$ cat src/sv/utf8_budget_truncating_copier_macros.svh
// Assertion macros for the UTF-8 budget copier.
// Relies on clk and rst being in scope at the point of use.
`ifndef UTF8_BUDGET_TRUNCATING_COPIER_MACROS_SVH
`define UTF8_BUDGET_TRUNCATING_COPIER_MACROS_SVH

// same-cycle implication, disabled in reset
`define U8BT_ASSERT_IMP(lbl, ante, cons, msg) \
  lbl: assert property (@(posedge clk) disable iff (rst) (ante) |-> (cons)) else $error(msg);

// next-cycle implication, disabled in reset
`define U8BT_ASSERT_NXT(lbl, ante, cons, msg) \
  lbl: assert property (@(posedge clk) disable iff (rst) (ante) |=> (cons)) else $error(msg);

`endif

$ cat src/sv/utf8bt_pkg.sv
// Shared types, constants and the lead decoder for the UTF-8 budget copier.
// No dependencies.
package utf8bt_pkg;

  localparam logic [7:0] QMARK     = 8'h3F;
  localparam logic [7:0] MASK_CONT = 8'hC0;
  localparam logic [7:0] CODE_CONT = 8'h80;
  localparam logic [7:0] MASK_L2   = 8'hE0;
  localparam logic [7:0] CODE_L2   = 8'hC0;
  localparam logic [7:0] MASK_L3   = 8'hF0;
  localparam logic [7:0] CODE_L3   = 8'hE0;
  localparam logic [7:0] MASK_L4   = 8'hF8;
  localparam logic [7:0] CODE_L4   = 8'hF0;
  localparam int         MAX_RES   = 4;

  // held partial sequence
  typedef struct packed {
    logic [2:0][7:0] pend;
    logic [1:0]      pcnt;
    logic [2:0]      elen;
  } hold_t;

  typedef struct packed {
    logic [15:0] bytes_emitted;
    logic        end_of_fragment;
    logic        out_valid;
    logic [7:0]  out_byte;
  } result_t;

  // sequence length from a lead byte, 0 for a bad lead
  function automatic logic [2:0] seq_len(input logic [7:0] b);
    logic [2:0] len;
    len = 3'd0;
    if (b[7] == 1'b0)                 len = 3'd1;
    else if ((b & MASK_L2) == CODE_L2) len = 3'd2;
    else if ((b & MASK_L3) == CODE_L3) len = 3'd3;
    else if ((b & MASK_L4) == CODE_L4) len = 3'd4;
    return len;
  endfunction

endpackage

$ cat src/sv/utf8bt_step.sv
// Decision logic for one byte: builds up to four results and the next state.
// Depends on utf8bt_pkg.
module utf8bt_step #(
  parameter int BUDGET_BITS = 16
) (
  input  logic [7:0]                         in_byte,
  input  logic                               first,
  input  logic                               last,
  input  logic [15:0]                        byte_budget,
  input  utf8bt_pkg::hold_t                  hold,
  input  logic [BUDGET_BITS-1:0]             budget_left,
  input  logic [BUDGET_BITS-1:0]             emitted_count,
  input  logic                               stopped,
  output utf8bt_pkg::result_t [3:0]          res,
  output logic [2:0]                         res_count,
  output utf8bt_pkg::hold_t                  hold_next,
  output logic [BUDGET_BITS-1:0]             budget_left_next,
  output logic [BUDGET_BITS-1:0]             emitted_count_next,
  output logic                               stopped_next
);

  localparam int EW = (BUDGET_BITS > 16) ? BUDGET_BITS : 16;

  logic [EW-1:0]          bud_ext;
  logic [EW-1:0]          max_ext;
  logic [BUDGET_BITS-1:0] bud_sat;
  logic [BUDGET_BITS-1:0] bl;
  logic [BUDGET_BITS-1:0] em;
  logic                   st;
  utf8bt_pkg::hold_t      h;
  logic [2:0]             lead_len;
  logic [2:0]             bl_small;
  logic [2:0]             nq;
  logic [2:0]             n_cand;
  logic [2:0]             k;
  logic [2:0]             end_idx;
  logic                   avail;
  logic                   cont;
  logic                   seq_done;
  logic                   over;
  logic                   use_lead;
  logic                   lead_item;
  logic [7:0]             lead_byte;
  logic [3:0][7:0]        cand;

  always_comb begin
    bud_ext = EW'(byte_budget);
    max_ext = EW'({BUDGET_BITS{1'b1}});
    bud_sat = (bud_ext > max_ext) ? {BUDGET_BITS{1'b1}} : bud_ext[BUDGET_BITS-1:0];

    h  = hold;
    bl = budget_left;
    em = emitted_count;
    st = stopped;
    if (first) begin
      h.pcnt = 2'd0;
      h.elen = 3'd0;
      bl     = bud_sat;
      em     = '0;
      st     = (bud_sat == '0);
    end

    avail    = !st && (bl != '0);
    bl_small = (bl >= BUDGET_BITS'(4)) ? 3'd4 : bl[2:0];
    cont     = ((in_byte & utf8bt_pkg::MASK_CONT) == utf8bt_pkg::CODE_CONT);
    lead_len = utf8bt_pkg::seq_len(in_byte);

    seq_done  = 1'b0;
    over      = 1'b0;
    use_lead  = 1'b0;
    lead_item = 1'b0;
    lead_byte = utf8bt_pkg::QMARK;
    nq        = 3'd0;
    hold_next      = h;
    hold_next.pcnt = 2'd0;
    hold_next.elen = 3'd0;

    if (h.pcnt == 2'd0) begin
      use_lead = 1'b1;
    end else if (cont) begin
      if ({1'b0, h.pcnt} + 3'd1 == h.elen) begin
        seq_done = 1'b1;
      end else if (h.pcnt != 2'd3) begin
        hold_next.pend[h.pcnt] = in_byte;
        if (last) begin
          nq = {1'b0, h.pcnt} + 3'd1;
        end else begin
          hold_next.pcnt = h.pcnt + 2'd1;
          hold_next.elen = h.elen;
        end
      end
    end else begin
      // broken tail: held bytes each turn into a replacement
      nq       = {1'b0, h.pcnt};
      use_lead = 1'b1;
    end

    if (use_lead) begin
      priority if (lead_len == 3'd0) begin
        lead_item = 1'b1;
      end else if (lead_len == 3'd1) begin
        lead_item = 1'b1;
        lead_byte = in_byte;
      end else if (last) begin
        lead_item = 1'b1;
      end else if (avail && (bl_small > nq)) begin
        hold_next.pend[0] = in_byte;
        hold_next.pcnt    = 2'd1;
        hold_next.elen    = lead_len;
      end
    end

    n_cand = nq + {2'b00, lead_item};

    for (int j = 0; j < 3; j++) begin
      if (seq_done) begin
        cand[j] = (j < int'(h.pcnt)) ? h.pend[j] : in_byte;
      end else begin
        cand[j] = (j < int'(nq)) ? utf8bt_pkg::QMARK : lead_byte;
      end
    end
    cand[3] = seq_done ? in_byte : ((nq == 3'd4) ? utf8bt_pkg::QMARK : lead_byte);

    if (seq_done) begin
      over = !avail || (h.elen > bl_small);
      k    = over ? 3'd0 : h.elen;
    end else begin
      k = !avail ? 3'd0 : ((n_cand < bl_small) ? n_cand : bl_small);
    end

    budget_left_next   = bl - BUDGET_BITS'(k);
    emitted_count_next = em + BUDGET_BITS'(k);
    stopped_next       = st || over || last || (budget_left_next == '0);

    res_count = (last && (k == 3'd0)) ? 3'd1 : k;
    end_idx   = (k == 3'd0) ? 3'd0 : k - 3'd1;

    for (int j = 0; j < utf8bt_pkg::MAX_RES; j++) begin
      res[j] = '0;
      if (j < int'(k)) begin
        res[j].out_byte  = cand[j];
        res[j].out_valid = 1'b1;
      end
      if (last && (j == int'(end_idx))) begin
        res[j].end_of_fragment = 1'b1;
        res[j].bytes_emitted   = 16'(emitted_count_next);
      end
    end
  end

endmodule

$ cat src/sv/utf8_budget_truncating_copier.sv
// Top level of the UTF-8 budget-limited truncating copier.
// Depends on utf8bt_pkg, utf8bt_step and the assertion macro header.
//
// Usage: bytes of a fragment arrive on s_axis, one request per byte; tuser
// marks the first byte (its tdata carries the byte budget) and tlast the final
// one. Results leave on m_axis: tdata holds the byte and, on the final result
// of a fragment (tlast), the count of bytes emitted; tuser says the byte is
// real. A fragment that emits nothing still ends with one result, tuser low.
// A byte is registered in the input register on acceptance; its results are
// then loaded into the result list register, which drives m_axis. One byte
// per cycle while the result list keeps up. A byte yields zero to four
// results and the single result port drains them at one per cycle while
// m_axis_tready is high, so a byte that closes a multi-byte sequence or
// flushes held bytes waits on earlier results; held-only bytes never wait.
// Reset empties the input and result registers and clears all counters; no
// byte outside a fragment is copied until a first byte arrives.
// When the receiver stalls, results hold on m_axis. Bytes that only extend a
// held sequence still pass; s_axis_tready drops once a byte with results
// waits in the input register behind results not yet taken.
`include "utf8_budget_truncating_copier_macros.svh"

module utf8_budget_truncating_copier #(
  parameter int BUDGET_BITS = 16
) (
  input  logic        clk,
  input  logic        rst,
  input  logic        s_axis_tvalid,
  output logic        s_axis_tready,
  input  logic [23:0] s_axis_tdata,  // in_byte[7:0], byte_budget[23:8]
  input  logic        s_axis_tuser,  // first_of_fragment
  input  logic        s_axis_tlast,  // last_of_fragment
  output logic        m_axis_tvalid,
  input  logic        m_axis_tready,
  output logic [23:0] m_axis_tdata,  // out_byte[7:0], bytes_emitted[23:8]
  output logic        m_axis_tuser,  // out_valid
  output logic        m_axis_tlast   // end_of_fragment
);

  logic                          in_v;
  logic [7:0]                    in_byte;
  logic                          in_first;
  logic                          in_last;
  logic [15:0]                   in_budget;

  utf8bt_pkg::hold_t             hold;
  utf8bt_pkg::hold_t             hold_next;
  logic [BUDGET_BITS-1:0]        budget_left;
  logic [BUDGET_BITS-1:0]        budget_left_next;
  logic [BUDGET_BITS-1:0]        emitted_count;
  logic [BUDGET_BITS-1:0]        emitted_count_next;
  logic                          stopped;
  logic                          stopped_next;

  utf8bt_pkg::result_t [3:0]     res;
  logic [2:0]                    res_count;
  utf8bt_pkg::result_t [3:0]     lst;
  logic [2:0]                    rem;
  logic [1:0]                    ptr;
  utf8bt_pkg::result_t           cur;

  logic                          list_free;
  logic                          move;
  logic                          load;
  logic                          in_take;
  logic                          out_take;

  utf8bt_step #(
    .BUDGET_BITS (BUDGET_BITS)
  ) u_step (
    .in_byte            (in_byte),
    .first              (in_first),
    .last               (in_last),
    .byte_budget        (in_budget),
    .hold               (hold),
    .budget_left        (budget_left),
    .emitted_count      (emitted_count),
    .stopped            (stopped),
    .res                (res),
    .res_count          (res_count),
    .hold_next          (hold_next),
    .budget_left_next   (budget_left_next),
    .emitted_count_next (emitted_count_next),
    .stopped_next       (stopped_next)
  );

  assign cur           = lst[ptr];
  assign m_axis_tvalid = (rem != 3'd0);
  assign m_axis_tdata  = {cur.bytes_emitted, cur.out_byte};
  assign m_axis_tuser  = cur.out_valid;
  assign m_axis_tlast  = cur.end_of_fragment;

  assign out_take      = m_axis_tvalid && m_axis_tready;
  assign list_free     = (rem == 3'd0) || ((rem == 3'd1) && m_axis_tready);
  assign move          = in_v && ((res_count == 3'd0) || list_free);
  assign load          = move && (res_count != 3'd0);
  assign s_axis_tready = !in_v || move;
  assign in_take       = s_axis_tvalid && s_axis_tready;

  always_ff @(posedge clk) begin
    if (rst) begin
      in_v          <= 1'b0;
      rem           <= 3'd0;
      ptr           <= 2'd0;
      hold.pcnt     <= 2'd0;
      hold.elen     <= 3'd0;
      budget_left   <= '0;
      emitted_count <= '0;
      stopped       <= 1'b0;
    end else begin
      if (in_take) begin
        in_v <= 1'b1;
      end else if (move) begin
        in_v <= 1'b0;
      end
      if (load) begin
        rem <= res_count;
        ptr <= 2'd0;
      end else if (out_take) begin
        rem <= rem - 3'd1;
        ptr <= ptr + 2'd1;
      end
      if (move) begin
        hold          <= hold_next;
        budget_left   <= budget_left_next;
        emitted_count <= emitted_count_next;
        stopped       <= stopped_next;
      end
    end
  end

  // payload, no reset
  always_ff @(posedge clk) begin
    if (in_take) begin
      in_byte   <= s_axis_tdata[7:0];
      in_budget <= s_axis_tdata[23:8];
      in_first  <= s_axis_tuser;
      in_last   <= s_axis_tlast;
    end
    if (load) begin
      lst <= res;
    end
  end

  `U8BT_ASSERT_IMP(a_hold_not_stopped, hold.pcnt != 2'd0, !stopped, "sequence held while stopped")
  `U8BT_ASSERT_IMP(a_hold_len, hold.pcnt != 2'd0, hold.elen > {1'b0, hold.pcnt}, "bad held count")
  `U8BT_ASSERT_IMP(a_empty_is_end, m_axis_tvalid && !m_axis_tuser, m_axis_tlast, "empty result not at fragment end")
  `U8BT_ASSERT_IMP(a_load_free, load && (rem != 3'd0), (rem == 3'd1) && m_axis_tready, "result list overwritten")

endmodule
$ cat config.mk
export PLATFORM = sky130hd
export DESIGN_NAME = utf8_budget_truncating_copier
export DESIGN_NICKNAME = d
export VERILOG_FILES = /design/src/sv/utf8bt_pkg.sv /design/src/sv/utf8bt_step.sv /design/src/sv/utf8_budget_truncating_copier.sv
export VERILOG_INCLUDE_DIRS = /design/src /design/src/sv
export SDC_FILE = /design/constraint.sdc
export NUM_CORES = 1
export LEC_CHECK = 0
export BUFFER_PORTS_ARGS = -buffer_cell sky130_fd_sc_hd__buf_2
export CAP_MARGIN = 20
export CORE_MARGIN = 5
export CORE_UTILIZATION = 53
export CTS_BUF_LIST = sky130_fd_sc_hd__clkbuf_2 sky130_fd_sc_hd__clkbuf_4 sky130_fd_sc_hd__clkbuf_8
export CTS_CLUSTER_SIZE = 10
export DETAILED_ROUTE_END_ITERATION = 16
export HOLD_SLACK_MARGIN = 0.06
export PLACE_DENSITY = 0.73
export SLEW_MARGIN = 20
export SYNTH_ARGS = -nofsm -noshare
export SYNTH_HDL_FRONTEND = slang
export SYNTH_SLANG_ARGS = --single-unit
$ cat constraint.sdc
create_clock -name clk -period 9.8 [get_ports clk]
set_clock_uncertainty 0.05 [all_clocks]
set_input_delay 2.45 -clock clk [delete_from_list [all_inputs] [get_ports clk]]
set_output_delay 2.45 -clock clk [all_outputs]
set_load 0.01 [all_outputs]
; Word level (Yosys, flattened, before mapping)
; Index checks and enable logic that the tools add are counted.
[totals]
rom_bits = 0
inputBits = 30
ramBits = 0
memories = 0
latchBits = 0
word_cells = 183
register_bits = 198
[classes]
order_cmp = 18
shift = 0
add_sub_neg = 8
mux = 72
n_mul = 0
eq_ne = 12
reduce_logical = 39
bitwise = 3
div_mod_pow = 0
[ops]
columns = cell, n
row1 = $mux 8, 15
row2 = $mux 13, 9
row3 = $mux 3, 18
row4 = $bmux 26 s2, 1
row5 = $mux 16, 3
row6 = $mux 9, 4
row7 = $logic_not 16->1, 2
row8 = $mux 26, 1
row9 = $bwmux 24, 1
row10 = $mux 1, 17
row11 = $add 16x3->16, 1
row12 = $demux 8 s2, 1
row13 = $ge 16x3->1 const B, 1
row14 = $gt 16x16->1 const B, 1
row15 = $reduce_bool 16->1, 1
row16 = $sub 16x3->16, 1
row17 = $logic_not 3->1, 5
row18 = $logic_and 1x1->1, 13
row19 = $lt 1x3->1 const A, 4
row20 = $mux 5, 2
row21 = $lt 2x3->1 const A, 3
row22 = $logic_or 1x1->1, 7
row23 = $eq 3x1->1 const B, 2
row24 = $eq 3x3->1 const A, 2
row25 = other kinds (25), 37

; Longest topological paths before layout
[logic_depth]
ltp_word = 23
depth_mapped = 28
ltp_nobuf = 26

; Cells and area by module
; A second synthesis with hierarchy kept.
[hier_totals]
cells_unflattened = 890
area_unflattened_um2 = 10084.7
[by_module_without_submodules]
columns = mod, area_each_um2, cells_per_inst, instances
row1 = utf8_budget_truncating_copier, 7000.5, 397, 1
row2 = utf8bt_step, 3084.2, 493, 1

; Worst setup path before layout
; Ideal clock, no wire load.
[synth_timing]
kind = reg2reg
from = register in_first
to = register rem[2]
path_stages_with_launch = 25
required_ns = 9.612
setup_ns = 0.138
t_arrival_ns = 7.435
synth_period_minus_slack_ns = 7.623
path_slack_ns = 2.177
cell_sequence = edfxtp_1 buf_6 buf_6 buf_2 buf_1 buf_1 a21o_1 inv_1 ha_1 ha_1 clkbuf_1 ha_1 nand2b_1 a32oi_1 mux2i_1 a211o_2 a21oi_4 nor2_1 ha_1 nand2_1 nand2_1 o21a_1 nor2_2 a31o_2 a221oi_1
[synth_via]
elab_chain_cells = 20
elab_cells_between_ends = 41
[synth_lines]
columns = item, line_no
row1 = start: declaration, utf8_budget_truncating_copier.sv:41  ; logic in_first;
row2 = start signal: assignment, utf8_budget_truncating_copier.sv:136  ; in_first <= s_axis_tuser;
row3 = $mux 5, utf8bt_step.sv:55  ; if (first) begin
row4 = $add 2x1->3, "utf8bt_step.sv:81, utf8bt_step.sv:86"
row5 = $mux 3, utf8bt_step.sv:85  ; if (last) begin
row6 = $mux 3, utf8bt_step.sv:83  ; end else if (h.pcnt != 2'd3) begin
row7 = $mux 3, utf8bt_step.sv:81  ; if ({1'b0, h.pcnt} + 3'd1 == h.elen) begin
row8 = $mux 3, utf8bt_step.sv:80  ; end else if (cont) begin
row9 = $mux 3, utf8bt_step.sv:78  ; if (h.pcnt == 2'd0) begin
row10 = $add 3x1->3, utf8bt_step.sv:113  ; n_cand = nq + {2'b00, lead_item};
row11 = [5 not listed], --
row12 = $logic_and 1x1->1, utf8bt_step.sv:135  ; res_count = (last && (k == 3'd0)) ? 3'd1 : k;
row13 = $mux 3 *, utf8bt_step.sv:135
row14 = $logic_not 3->1, utf8_budget_truncating_copier.sv:94  ; assign move = in_v && ((res_count == 3'd0) || list_free);
row15 = $logic_or 1x1->1, utf8_budget_truncating_copier.sv:94
row16 = $logic_and 1x1->1, utf8_budget_truncating_copier.sv:94
row17 = $logic_and 1x1->1 *, utf8_budget_truncating_copier.sv:95  ; assign load = move && (res_count != 3'd0);
row18 = via load, utf8_budget_truncating_copier.sv:63  ; logic load;
row19 = $mux 3 or $reduce_bool 2->1 (tied branches), --
row20 = end signal: assignment, utf8_budget_truncating_copier.sv:116  ; rem <= res_count;
row21 = end signal: assignment, utf8_budget_truncating_copier.sv:119  ; rem <= rem - 3'd1;
row22 = end: declaration, utf8_budget_truncating_copier.sv:57  ; logic [2:0] rem;
; Mark *: on every way through the listed nets, which the timed path passes. The rest lies on a longest branch.
; A chain may end at the register's enable or synchronous reset.

; Worst setup path after layout
[layout_timing]
from = register hold[3] (netlist name)
to = output s_axis_tready
[layout_via]
elab_chain_cells = 19
elab_cells_between_ends = 27
[layout_lines]
columns = item, line_no
row1 = $mux 5 *, utf8bt_step.sv:55
row2 = $add 2x1->3, "utf8bt_step.sv:81, utf8bt_step.sv:86"
row3 = $mux 3, utf8bt_step.sv:85
row4 = $mux 3, utf8bt_step.sv:83
row5 = $mux 3, utf8bt_step.sv:81
row6 = $mux 3, utf8bt_step.sv:80
row7 = $mux 3, utf8bt_step.sv:78
row8 = $add 3x1->3, utf8bt_step.sv:113
row9 = [3 not listed], --
row10 = $mux 3 *, utf8bt_step.sv:124  ; if (seq_done) begin
row11 = $logic_not 3->1, utf8bt_step.sv:135
row12 = $logic_and 1x1->1, utf8bt_step.sv:135
row13 = $mux 3 *, utf8bt_step.sv:135
row14 = $logic_not 3->1 *, utf8_budget_truncating_copier.sv:94
row15 = $logic_or 1x1->1 *, utf8_budget_truncating_copier.sv:94
row16 = $logic_and 1x1->1 *, utf8_budget_truncating_copier.sv:94
row17 = $logic_or 1x1->1 *, utf8_budget_truncating_copier.sv:96  ; assign s_axis_tready = !in_v || move;
row18 = end: declaration, utf8_budget_truncating_copier.sv:28  ; output logic s_axis_tready,
; Every way passes the cells marked *; elsewhere a longest branch is shown, timed or not.

==> key figures <==
Status
  – Status: complete, no violations

Critical path
  – Critical path peak fanout: 12
  – Worst path max stage delay: 0.56 ns
  – Data required time at the worst endpoint: 7.30 ns
  – Worst setup EP type: output port
  – Worst path arrival time: 5.45 ns
  – Worst setup SP type: register
  – R2R cell count: 24
  – Slowest-stage cell, CP: dfxtp_1
  – Reg2reg end: rem[0]
  – Crit Path Class: register to output port
  – Worst reg2reg startpoint: hold[3]
  – CP Cell Sequence: nor4bb_1 -> a31o_2 -> a21oi_1 -> nand2_1 -> o21bai_1 -> a22o_1 -> nand2_1 -> inv_1 -> ha_1 -> ha_1 -> o21bai_1 -> a32oi_1 -> mux2i_1 -> a211o_2 -> a21oi_4 -> nor2_1 -> ha_1 -> a21oi_1 -> nor2_1 -> nand2_1 -> buf_2
  – Flop-to-flop setup slack: ~3.4 ns

Timing
  – Hold Vio Cnt, Final: 0
  – Finish-stage setup viols: 0
  – RSZ-0062 raised after global routing: false
  – Setup Total Neg Slack: 0 ns
  – Fmax: 0.126 GHz
  – Hold Slack: slightly above 0.4 ns
  – Normalized max-slew margin: between 20% and 30%
  – Fin. max-slew vios: 0
  – Post-layout min period: 7.95 ns
  – Final period utilization: 81.2%
  – Worst-Margin Slew: 1.07 ns

Clock network
  – Clk root buf: clkbuf_8
  – # resized after CTS: 0
  – CTS tree: yes
  – CTS clk-pin slew, worst paths: 0.11 ns
  – Clock tree buffer depth: 2
  – Clock Latency Late Sink: ~0.48 ns
  – Num Clock Sinks: just under 200
  – CTS Buf Count: 17
  – CTS HTree Levels: 4
  – Setup bufs post-CTS: 0
  – Post-CTS Hold Buffers: 0

Synth
  – Syn Inst Count: 879
  – Post-synthesis simple-gate area fraction: 16.8%
  – Largest family of logic cells by synthesized area: simple AND/OR/NAND/NOR gates
  – Synth Area in Adders: 2.86%
  – Yosys cell types: 85
  – Number of flops mapped to enable cells by yosys: 154
  – Async S/R FF share, synth: 0%
  – Syn_nets: 931
  – Mux contribution to synthesized area: under 10%
  – Synth warn: 0
  – Post-synth top area cell: edfxtp_1
  – Post-synth top flop: edfxtp_1
  – Top cell type's share of synthesized area: between 40% and 50%
  – Post-Syn Area: ~10000 um2
  – Sequential area share after synthesis: 55.1%
  – Synth top area cells: edfxtp_1, dfxtp_1, mux4_2
  – XOR/XNOR Fraction of Synth Area: 2.28%
  – Synth Register Bits: 198
  – Compound-Gate Fraction of Synth Area: 10.6%
  – Synth Area per Inst: between 10 and 15 um2

Place
  – Dpl hpwl: 14.7 mm
  – Placed insts: 1136
  – Port Buffer Count: 57
  – GP Congestion: 0.938

Drt
  – Total routed wirelength: between 20 and 25 mm
  – 1st-iter DRT viols: 636
  – Drt drc: 0
  – Detailed-route via count: 6919
  – Via/cell ratio: 5.92
  – Final ANT Viol Nets: 0
  – Per-cell routed wire length: ~18 um
  – Initial DRT Pass Iterations: 5

Pwr
  – Comb pwr share: 31.1%
  – Clock power frac: 20.1%
  – P_sw: 0.884 mW
  – Cell Int Power: 1.62 mW
  – Final Power: 2.51 mW
  – Sequential share of power: between 40% and 50%
  – Switch share: 35.3%
  – Maximum vdd drop: 0.117 mV
  – Pwr dens: approximately 230 nW/um2
  – Leakage power: 3.80 nW

Hold path
  – Start point of the worst hold path: emitted_count[1]
  – Worst Hold End: emitted_count[1]
  – HP Class: register to register
  – Hold depth: 2

GRT
  – Global-route wire length before repair: 34.8 mm
  – Vias in the first global route: between 6000 and 7000
  – Total track usage: 20.1%
  – GR Overflow Total: 0
  – Largest net degree at the start of global routing: 52
  – Initial antenna violation count: 0

Floorplanning
  – Die area: 21700 um2
  – Core area: about 19000 um2
  – Core Rows: 50
  – Initial Utilization: a little over half
  – I/O pins: just under 60
  – Die Wd: around 150 um
  – Die Height: 147 um

Cells and area
  – Nets@finish: 973
  – Area delta synth->final: 8.67%
  – Post-route insts no fill: 1168
  – Final core utilization: 58.2%
  – Antenna diodes: 0
  – Fraction of layout instances using a drive strength above 1: 18.6%

Run
  – Max Cap Viol: 0
-- metal layers --
| layer | part of all wire [%] | routed length [um] | vias to the layer above | GRT usage [%] |
|---|---|---|---|---|
| met5 | 0 | 0 | - | 0 |
| met2 | 46 | 9650 | 221 | 31.3 |
| met4 | 1.9 | 393 | 0 | 6.10 |
| met3 | 6.6 | 1390 | 34 | 4.38 |
| met1 | 46 | 9570 | 3329 | 28.6 |
| li1 | - | - | 3335 | - |
-- cells by family after synthesis --
| group | after synthesis |
|---|---|
| and+or+nand+nor | 347 |
| adders and majority gates | 23 |
| DFF | 198 |
| buffers and inverters | 77 |
| xor gates and xnor gates | 26 |
| AOI/OAI and AO/OA | 151 |
| muxes | 56 |
| other | 1 |
-- registers in the layout, indices dropped and copies added (netlist names) --
signal and flops:
stopped 1, in_first 1, hold 29, in_byte 8
in_v 1, rem 3, in_budget 16, lst 104
budget_left 16, emitted_count 16, ptr 2, in_last 1
-- per-stage QoR --
| stage | setup WS (ns) | instance area [um2] |
|---|---|---|
| 6_report | 1.85 | 10900 |
| 5_1_grt | 1.32 | 10900 |
| 3_5_place_dp | 2.42 | 10500 |
| 3_3_place_gp | 2.55 | 10500 |
| 4_1_cts | 1.86 | 10900 |
| 2_1_floorplan | 2.18 | 9990 |
-- Yosys cell counts, drive strengths merged (3+ instances only) --
| cell type | number |
|---|---|
| a211oi | 4 |
| a22oi | 4 |
| nand3b | 6 |
| o21ai | 21 |
| ha | 22 |
| buf | 17 |
| o2111ai | 3 |
| mux2 | 13 |
| edfxtp | 154 |
| o21bai | 3 |
| a21o | 5 |
| or3 | 10 |
| o211ai | 4 |
| or2 | 3 |
| mux2i | 17 |
| nand3 | 25 |
| dfxtp | 44 |
| xnor2 | 18 |
| a21oi | 44 |
| nor3b | 8 |
| nor4 | 8 |
| o221a | 6 |
| a31oi | 8 |
| inv | 31 |
| xor2 | 8 |
| nor2 | 141 |
| nor2b | 16 |
| o21a | 6 |
| a32oi | 4 |
| nand4 | 3 |
| clkbuf | 29 |
| nor3 | 33 |
| and3 | 6 |
| mux4 | 26 |
| o22ai | 13 |
| a21boi | 3 |
| nand2b | 8 |
| nand2 | 67 |
| and2 | 7 |
-- critical path, delay by kind of cell, from the launching register on --
kind	cells	cell delay, ns
multiplexers	1	0.13
AO/OA/AOI/OAI	9	2.00
AND/OR/NAND/NOR	6	1.20
adder cells (fa/ha/maj)	3	0.89
flip-flops	1	0.56
buffers and inverters	2	0.20
-- power groups by stage --
| stage | sequential [mW] | clock (mW) | combinational [mW] |
|---|---|---|---|
| final | 1.22 | 0.504 | 0.780 |
| after global routing | 1.24 | 0.556 | 0.863 |
| after global placement | 1.24 | 0 | 0.775 |
| after CTS | 1.22 | 0.517 | 0.784 |
| after detailed placement | 1.24 | 0 | 0.780 |
| after floorplan | 1.19 | 0 | 0.605 |
-- final cells by class --
class	instances	area [um2]
Inverter	31	116
Clock inverter	15	156
Clock buffer	17	234
Sequential cell	198	5510
Tap cell	234	293
Timing Repair Buffer	69	375
Fill cell	1558	7790
Multi-Input combinational cell	604	4170
-- worst max path at each step --
stage	cells after the start	end	startpoint	slack, ns
4_1_cts	22	s_axis_tready	hold[3]	1.86
3_5_place_dp	22	s_axis_tready	hold[3]	2.42
2_1_floorplan	24	rem[2]	in_first	2.18
5_1_grt	22	s_axis_tready	hold[3]	1.32
6_report	21	s_axis_tready	hold[3]	1.85
3_3_place_gp	22	s_axis_tready	hold[3]	2.55
-- layout by cell type (no fill, tap or decap), drive strengths merged, types with 18 or more instances in the layout --
cell    instances
inv            38
ha             22
edfxtp        154
nand2          67
o21ai          21
buf            69
nor3           33
nand3          25
xnor2          18
a21oi          44
mux4           26
nor2          141
dfxtp          44
No activity file was read; power rests on OpenSTA's default activity.
